==> src/hw/rtl/bab_pkg.sv <==
// ---------------------------------------------------------------------------
// bab_pkg
// Types, constants and helpers shared by the buddy allocator modules.
// ---------------------------------------------------------------------------
package bab_pkg;

  localparam int MAX_ORDER = 10;
  localparam int BLK_W     = MAX_ORDER;
  localparam int ORD_W     = 4;
  localparam int IDX_W     = 10;
  localparam int BYTES_W   = 24;
  localparam int NEED_W    = 25;
  localparam int SHIFT_W   = 5;
  localparam int TOP_W     = 4;
  localparam int HDR_W     = 7;
  localparam int ST_W      = 2;
  localparam int PADDR_W   = 4;
  localparam int APB_DW    = 32;
  localparam int S_TDATA_W = 40;
  localparam int M_TDATA_W = 16;
  localparam int WORD_W    = 32;
  localparam int BIT_W     = 5;
  localparam int POS_W     = (MAX_ORDER + 1 > 6) ? MAX_ORDER + 1 : 6;
  localparam int FM_AW     = POS_W - BIT_W;
  localparam int FM_DEPTH  = 1 << FM_AW;
  localparam int USED_DEPTH = 1 << BLK_W;

  localparam logic [1:0] REG_BLOCK_SHIFT  = 2'd0;
  localparam logic [1:0] REG_TOP_ORDER    = 2'd1;
  localparam logic [1:0] REG_HEADER_BYTES = 2'd2;

  typedef enum logic [ST_W-1:0] {
    ST_OK        = 2'd0,
    ST_NO_FREE   = 2'd1,
    ST_TOO_LARGE = 2'd2,
    ST_BAD_FREE  = 2'd3
  } status_t;

  typedef enum logic [3:0] {
    OP_NONE,
    OP_ACCEPT,
    OP_CLEAR,
    OP_ROOT,
    OP_SIZE_STEP,
    OP_SIZE_DONE,
    OP_SCAN_START,
    OP_SCAN_CHECK,
    OP_FM_READ,
    OP_FM_CLR,
    OP_FM_SET,
    OP_SPLIT_DEC,
    OP_ALLOC_MARK,
    OP_FREE_MARK,
    OP_MERGE_STEP,
    OP_LOAD_OUT
  } op_t;

  typedef enum logic [1:0] {
    TGT_SPLIT_BUDDY,
    TGT_MERGE_BUDDY,
    TGT_SELF
  } tgt_t;

  typedef struct packed {
    op_t     op;
    tgt_t    tgt;
    logic    set_code;
    status_t code;
  } cmd_t;

  typedef struct packed {
    logic reinit;
    logic clr_last;
    logic is_free;
    logic k_gt_top;
    logic size_ok;
    logic hit;
    logic scan_last;
    logic ord_eq_top;
    logic ord_eq_k;
    logic out_range;
    logic used_flag;
    logic fm_bit;
  } sts_t;

  function automatic logic [POS_W-1:0] node_pos(input logic [ORD_W-1:0] ord,
                                                input logic [BLK_W-1:0] start);
    node_pos = (POS_W'(1) << (ORD_W'(MAX_ORDER) - ord)) + POS_W'(start >> ord);
  endfunction

endpackage

==> src/hw/rtl/bab_ctrl.sv <==
// ---------------------------------------------------------------------------
// bab_ctrl
// Sequencer for pool clearing, allocate search and split, and free merge.
// ---------------------------------------------------------------------------
module bab_ctrl import bab_pkg::*; (
  input  logic clk,
  input  logic rst,
  input  logic s_tvalid,
  output logic s_tready,
  output logic m_tvalid,
  input  logic m_tready,
  input  sts_t sts,
  output cmd_t cmd
);

  typedef enum logic [4:0] {
    S_CLEAR, S_ROOT, S_IDLE, S_DECODE, S_SIZE, S_SINIT, S_SRD, S_SCHK,
    S_TAKE, S_SPLIT, S_SETRD, S_SETWR, S_FCHK, S_MCHK, S_MTST, S_PUTRD,
    S_PUTWR, S_EMIT
  } state_t;

  state_t state, state_next;

  assign s_tready = (state == S_IDLE);

  always_comb begin
    state_next   = state;
    cmd.op       = OP_NONE;
    cmd.tgt      = TGT_SELF;
    cmd.set_code = 1'b0;
    cmd.code     = ST_OK;
    unique case (state)
      S_CLEAR: begin
        cmd.op = OP_CLEAR;
        if (sts.clr_last) state_next = S_ROOT;
      end
      S_ROOT: begin
        cmd.op     = OP_ROOT;
        state_next = S_IDLE;
      end
      S_IDLE: begin
        if (s_tvalid) begin
          cmd.op     = OP_ACCEPT;
          state_next = S_DECODE;
        end
      end
      S_DECODE: state_next = sts.is_free ? S_FCHK : S_SIZE;
      S_SIZE: begin
        if (sts.k_gt_top) begin
          cmd.set_code = 1'b1;
          cmd.code     = ST_TOO_LARGE;
          state_next   = S_EMIT;
        end else if (sts.size_ok) begin
          cmd.op     = OP_SIZE_DONE;
          state_next = S_SINIT;
        end else begin
          cmd.op = OP_SIZE_STEP;
        end
      end
      S_SINIT: begin
        cmd.op     = OP_SCAN_START;
        state_next = S_SRD;
      end
      S_SRD: state_next = S_SCHK;
      S_SCHK: begin
        cmd.op = OP_SCAN_CHECK;
        if (sts.hit) begin
          state_next = S_TAKE;
        end else if (sts.scan_last) begin
          if (sts.ord_eq_top) begin
            cmd.set_code = 1'b1;
            cmd.code     = ST_NO_FREE;
            state_next   = S_EMIT;
          end else begin
            state_next = S_SINIT;
          end
        end else begin
          state_next = S_SRD;
        end
      end
      S_TAKE: begin
        cmd.op     = OP_FM_CLR;
        state_next = S_SPLIT;
      end
      S_SPLIT: begin
        if (sts.ord_eq_k) begin
          cmd.op       = OP_ALLOC_MARK;
          cmd.set_code = 1'b1;
          cmd.code     = ST_OK;
          state_next   = S_EMIT;
        end else begin
          cmd.op     = OP_SPLIT_DEC;
          state_next = S_SETRD;
        end
      end
      S_SETRD: begin
        cmd.op     = OP_FM_READ;
        cmd.tgt    = TGT_SPLIT_BUDDY;
        state_next = S_SETWR;
      end
      S_SETWR: begin
        cmd.op     = OP_FM_SET;
        state_next = S_SPLIT;
      end
      S_FCHK: begin
        if (sts.out_range || !sts.used_flag) begin
          cmd.set_code = 1'b1;
          cmd.code     = ST_BAD_FREE;
          state_next   = S_EMIT;
        end else begin
          cmd.op     = OP_FREE_MARK;
          state_next = S_MCHK;
        end
      end
      S_MCHK: begin
        if (sts.ord_eq_top) begin
          state_next = S_PUTRD;
        end else begin
          cmd.op     = OP_FM_READ;
          cmd.tgt    = TGT_MERGE_BUDDY;
          state_next = S_MTST;
        end
      end
      S_MTST: begin
        if (sts.fm_bit) begin
          cmd.op     = OP_MERGE_STEP;
          state_next = S_MCHK;
        end else begin
          state_next = S_PUTRD;
        end
      end
      S_PUTRD: begin
        cmd.op     = OP_FM_READ;
        cmd.tgt    = TGT_SELF;
        state_next = S_PUTWR;
      end
      S_PUTWR: begin
        cmd.op       = OP_FM_SET;
        cmd.set_code = 1'b1;
        cmd.code     = ST_OK;
        state_next   = S_EMIT;
      end
      S_EMIT: begin
        if (!m_tvalid || m_tready) begin
          cmd.op     = OP_LOAD_OUT;
          state_next = S_IDLE;
        end
      end
      default: state_next = S_IDLE;
    endcase
    if (sts.reinit) state_next = S_CLEAR;
  end

  always_ff @(posedge clk) begin
    if (rst) begin
      state    <= S_CLEAR;
      m_tvalid <= 1'b0;
    end else begin
      state <= state_next;
      if (cmd.op == OP_LOAD_OUT) m_tvalid <= 1'b1;
      else if (m_tready) m_tvalid <= 1'b0;
    end
  end

endmodule

==> config.mk <==
export PLATFORM = sky130hd
export DESIGN_NAME = bab_ctrl
export DESIGN_NICKNAME = d
export VERILOG_FILES = /design/src/hw/rtl/bab_pkg.sv /design/src/hw/rtl/bab_ctrl.sv
export SDC_FILE = /design/constraint.sdc
export NUM_CORES = 1
export LEC_CHECK = 0
export ABC_CLOCK_PERIOD_IN_PS = 2600
export BUFFER_PORTS_ARGS = -buffer_cell sky130_fd_sc_hd__buf_2
export CAP_MARGIN = 0
export CORE_UTILIZATION = 53
export DETAILED_ROUTE_END_ITERATION = 16
export HOLD_SLACK_MARGIN = 0.03
export PLACE_DENSITY_LB_ADDON = 0.15
export SLEW_MARGIN = 25
export SYNTH_ARGS = -nofsm -noshare
export SYNTH_HDL_FRONTEND = slang
export SYNTH_SLANG_ARGS = --single-unit
==> constraint.sdc <==
create_clock -name clk -period 2.6 [get_ports clk]
set_clock_uncertainty 0.05 [all_clocks]
set_input_delay 0.39 -clock clk [delete_from_list [all_inputs] [get_ports clk]]
set_output_delay 0.39 -clock clk [all_outputs]
set_load 0.005 [all_outputs]
Word level (Yosys, flattened, before mapping)
Cells that the tools add are included.

storage, ports and cells
  register bits after elaboration = 6
  bits of input ports = 16
  output and inout bits = 11

cells by class
  equality and inequality tests = 22
  multiplexer cells = 33
  reductions and logical operators = 11

operator list
  cell                                                  count
  case mux 5 bit (16 select lines)                      1
  case mux 4 bit (14 select lines)                      1
  2-to-1 mux 5 bit                                      10
  equality test 5 x 4 -> 1 bit (second input constant)  8
  2-to-1 mux 3 bit                                      7
  equality test 5 x 3 -> 1 bit (second input constant)  4
  2-to-1 mux 4 bit                                      5
  case mux 3 bit (5 select lines)                       1
  equality test 5 x 2 -> 1 bit (second input constant)  2
  equality test 5 bit (second input constant)           2
  OR reduction 2 bit                                    4
  2-to-1 mux 6 bit                                      1
  inequality test 2 bit (second input constant)         3
  equality test 5 x 1 -> 1 bit (second input constant)  1
  zero test 5 bit                                       1
  2-to-1 mux 1 bit                                      5
  equality test 4 bit (second input constant)           1
  case mux 2 bit (2 select lines)                       1
  AND reduction 4 bit                                   1
  inequality test 3 bit (second input constant)         1
  zero test 1 bit                                       2
  logical OR 1 bit                                      2
  2-to-1 mux 2 bit                                      1
  nonzero test 2 bit                                    1

Depth between registers and ports, before layout
  depth in word-level cells = 6
  depth in mapped cells = 7

Worst setup path after synthesis
No wires, ideal clock.

  kind = reg-to-output
  from = register state[2]
  to = output port cmd[2] in the netlist's numbering
  arrival = 1,465 ps
  required time = 2,160 ps
  slack = 695 ps
  cell stages (with the launch flop) = 5
  cell sequence = dfxtp_1 -> or3b_4 -> or3_1 -> o22ai_1 -> or2_1

RTL lines
  item                    RTL line         RTL
  from (decl)             bab_ctrl.sv:22   state_t state, state_next;
  from (signal assigned)  bab_ctrl.sv:159  state <= state_next;
  to (decl)               bab_ctrl.sv:13   output cmd_t cmd

==> metrics.txt <==
outcome=completed; setup TNS=0 ns; worst min-delay path class=input port to register; Sink Count=6; Rel. slew slack=56.1%; Synthesis Warnings=0; worst-skew pair later-pin latency=0.25 ns; Required @ worst endpoint=2.16 ns; VDD IR max=285 uV; I/O pin total=27; Fmax achieved=398 MHz; drt pass-1 iters=4; Total GRT Usage=32.4%; RSZ-0062 raised after global routing=no; Yosys cell types=44; post-synthesis mux area share=2.47%; per-cell routed wire length=14.8 um; Pwr Total=0.264 mW; Final setup viols=0; pwr dens=268 mW/mm^2; share of layout cells above drive strength 1=28.8%; post-synthesis sequential area ratio=14.8%; main combinational cell family by area after synthesis=simple AND/OR/NAND/NOR gates; drt total wl=2390 um; Simple-Gate Fraction of Synth Area=41.2%; Core Area=0.00137 mm^2; largest net degree at the start of global routing=18; grt total ovfl=0; CP max FO=14; die area=0.00169 mm^2; CP Capture Type=output port; Rows=13; port bufs=26; design area=986 um^2; CTS Buf Count=3; FILL cells=119; max cap viols=0; DR iter-0 viols=78; Max Root-Sink Buffers=2; Mapped Cells=121; Root Driver=clkbuf_4; number of nets with antenna violations after detailed routing=0; placed instance area=962 um^2; initial antenna violation count=0; DRC errors left=0; minimum clock period=2.51 ns; startpoint types=register; worst path arrival time=2.07 ns; most frequent cells in the layout=buf_2 (26), nand2_1 (10), nor2_1 (9), a31oi_1 (7), nand3_1 (7); Mapped Avg Cell Area=6.70 um^2; Via density=6.72; most common cell after layout, fill and taps aside=buf_2; Die Wd=41.1 um; CTS tree=yes; crit path kind=register to output port; Tcrit/Tclk final=96.5%; ANT cells=0; # H-tree levels=1; Die Ht=41.1 um; Slew Viols, Final=0; clock-pin slew on the worst setup and hold paths=0.05 ns; adder-cell share of the synthesized area=0%; first-pass GRT wire length=3590 um; nets=164; Yosys reg bits=6; Pleak=0.402 nW; Final GP Congestion=0.998; Compound-Gate Fraction of Synth Area=35.3%; vias in the first global route=835; Starting Density=59.3%; Area Overhead vs Synth=21.6%; Hold-fix buffers, CTS=0; dpl hpwl=1820 um; via count=1,082; Post-Syn Area=811 um^2; XOR/XNOR Fraction of Synth Area=0%; Worst-Margin Slew=0.650 ns; final hold vios=0; Post-Syn Nets=137
## cells in the mapped netlist
cell type  count  area share, %
o311ai_1       1            1.1
nand3b_1       1           0.93
a21bo_1        1            1.2
nor3_1         3            1.9
o21a_1         2            1.9
nand2b_1       4            3.1
o31a_1         2            2.2
or3b_4         1            1.4
a211oi_1       3            2.8
o31ai_1        1           0.93
buf_1          1           0.46
and3_1         3            2.3
or3_1          3            2.3
nor4b_1        1            1.1
a32oi_1        1            1.1
clkbuf_1       7            3.2
nand2_1       10            4.6
or2_2          1           0.77
nor2b_1        6            4.6
nor4_1         1           0.77
a31oi_1        7            5.4
nand3_1        7            4.3
o41ai_1        1            1.1
o21ai_1        5            3.1
mux2i_1        2            2.5
a221oi_1       1            1.1
or2_1          2            1.5
nand4b_1       1            1.1
nand4_1        3            2.3
or4_1          1           0.93
a21oi_1        6            3.7
or4b_4         1            1.7
inv_1          1           0.46
a311oi_2       1            1.9
o2bb2ai_1      2            2.2
buf_2          1           0.62
o21ai_0        2            1.2
o22ai_1        2            1.5
dfxtp_1        6             15
a21o_1         2            1.9
nor2_1         9            4.2
o211a_1        1            1.2
inv_2          3            1.4
nand4bb_1      1            1.4
## timing repair
| item | 4_1_cts | 5_1_grt |
|---|---|---|
| endpoints found under the setup margin | 0 | 2 |
| setup buffers | 0 | 0 |
| resized for setup | 0 | 1 |
## final timing paths
path	from	end	slack, ns	depth (start not counted)
worst max register to register	state[4]$_SDFFE_PP0P_	state[1]$_SDFFE_PP0P_	0.63	4
worst max-delay path	state[4]$_SDFFE_PP0P_	cmd[8]	0.09	5
worst min register to register	state[3]$_SDFFE_PP0P_	state[3]$_SDFFE_PP0P_	0.61	2
worst min-delay path	rst	m_tvalid$_SDFFE_PP0P_	0.26	2
## kinds of logic after synthesis
family	Yosys count
AO/OA/AOI/OAI	41
buffers and inverters	13
AND/OR/NAND/NOR	59
multiplexers	2
flip-flops	6
## power by group
group / switching, mW / internal [mW]
logic: 0.0412 / 0.0331
registers: 0.00608 / 0.0943
clock network: 0.0370 / 0.0524
## through the flow
step,hold WS [ns],worst slack [ns],util (%),cells
final,0.260,0.0899,72.2,161
after floorplan,0.412,0.695,-,121
after CTS,0.258,0.120,72.1,161
after detailed placement,0.525,0.401,70.4,158
after global routing,0.253,0.000456,72.2,161
after global placement,0.520,0.425,70.4,158
## critical path, stage by stage (launching register included)
cell and delay [ns]:
dfxtp_1 0.63, nor2b_1 0.22, nor4b_1 0.56, a221oi_1 0.15
o31ai_1 0.10, buf_2 0.14
## state kept, by name (all words and copies together) (netlist names)
register,cells
m_tvalid,1
state,5
## layout make-up
cell class	instances	area, um^2	area share (%)
tap	15	18.8	1.90
inverter	4	15.0	1.52
sequential	6	121	12.3
multi-input combinational	102	641	65.0
timing repair buffer	31	168	17.0
clock buffer	3	22.5	2.28
## metal layers
| layer | global-route usage (%) | vias up | part of all wire, % |
|---|---|---|---|
| li1 | - | 514 | - |
| met1 | 42.8 | 474 | 42 |
| met2 | 52.3 | 86 | 42 |
| met3 | 10.3 | 8 | 14 |
| met4 | 4.03 | 0 | 2.3 |
| met5 | 0 | - | 0 |
No activity file was read; power rests on OpenSTA's default activity.
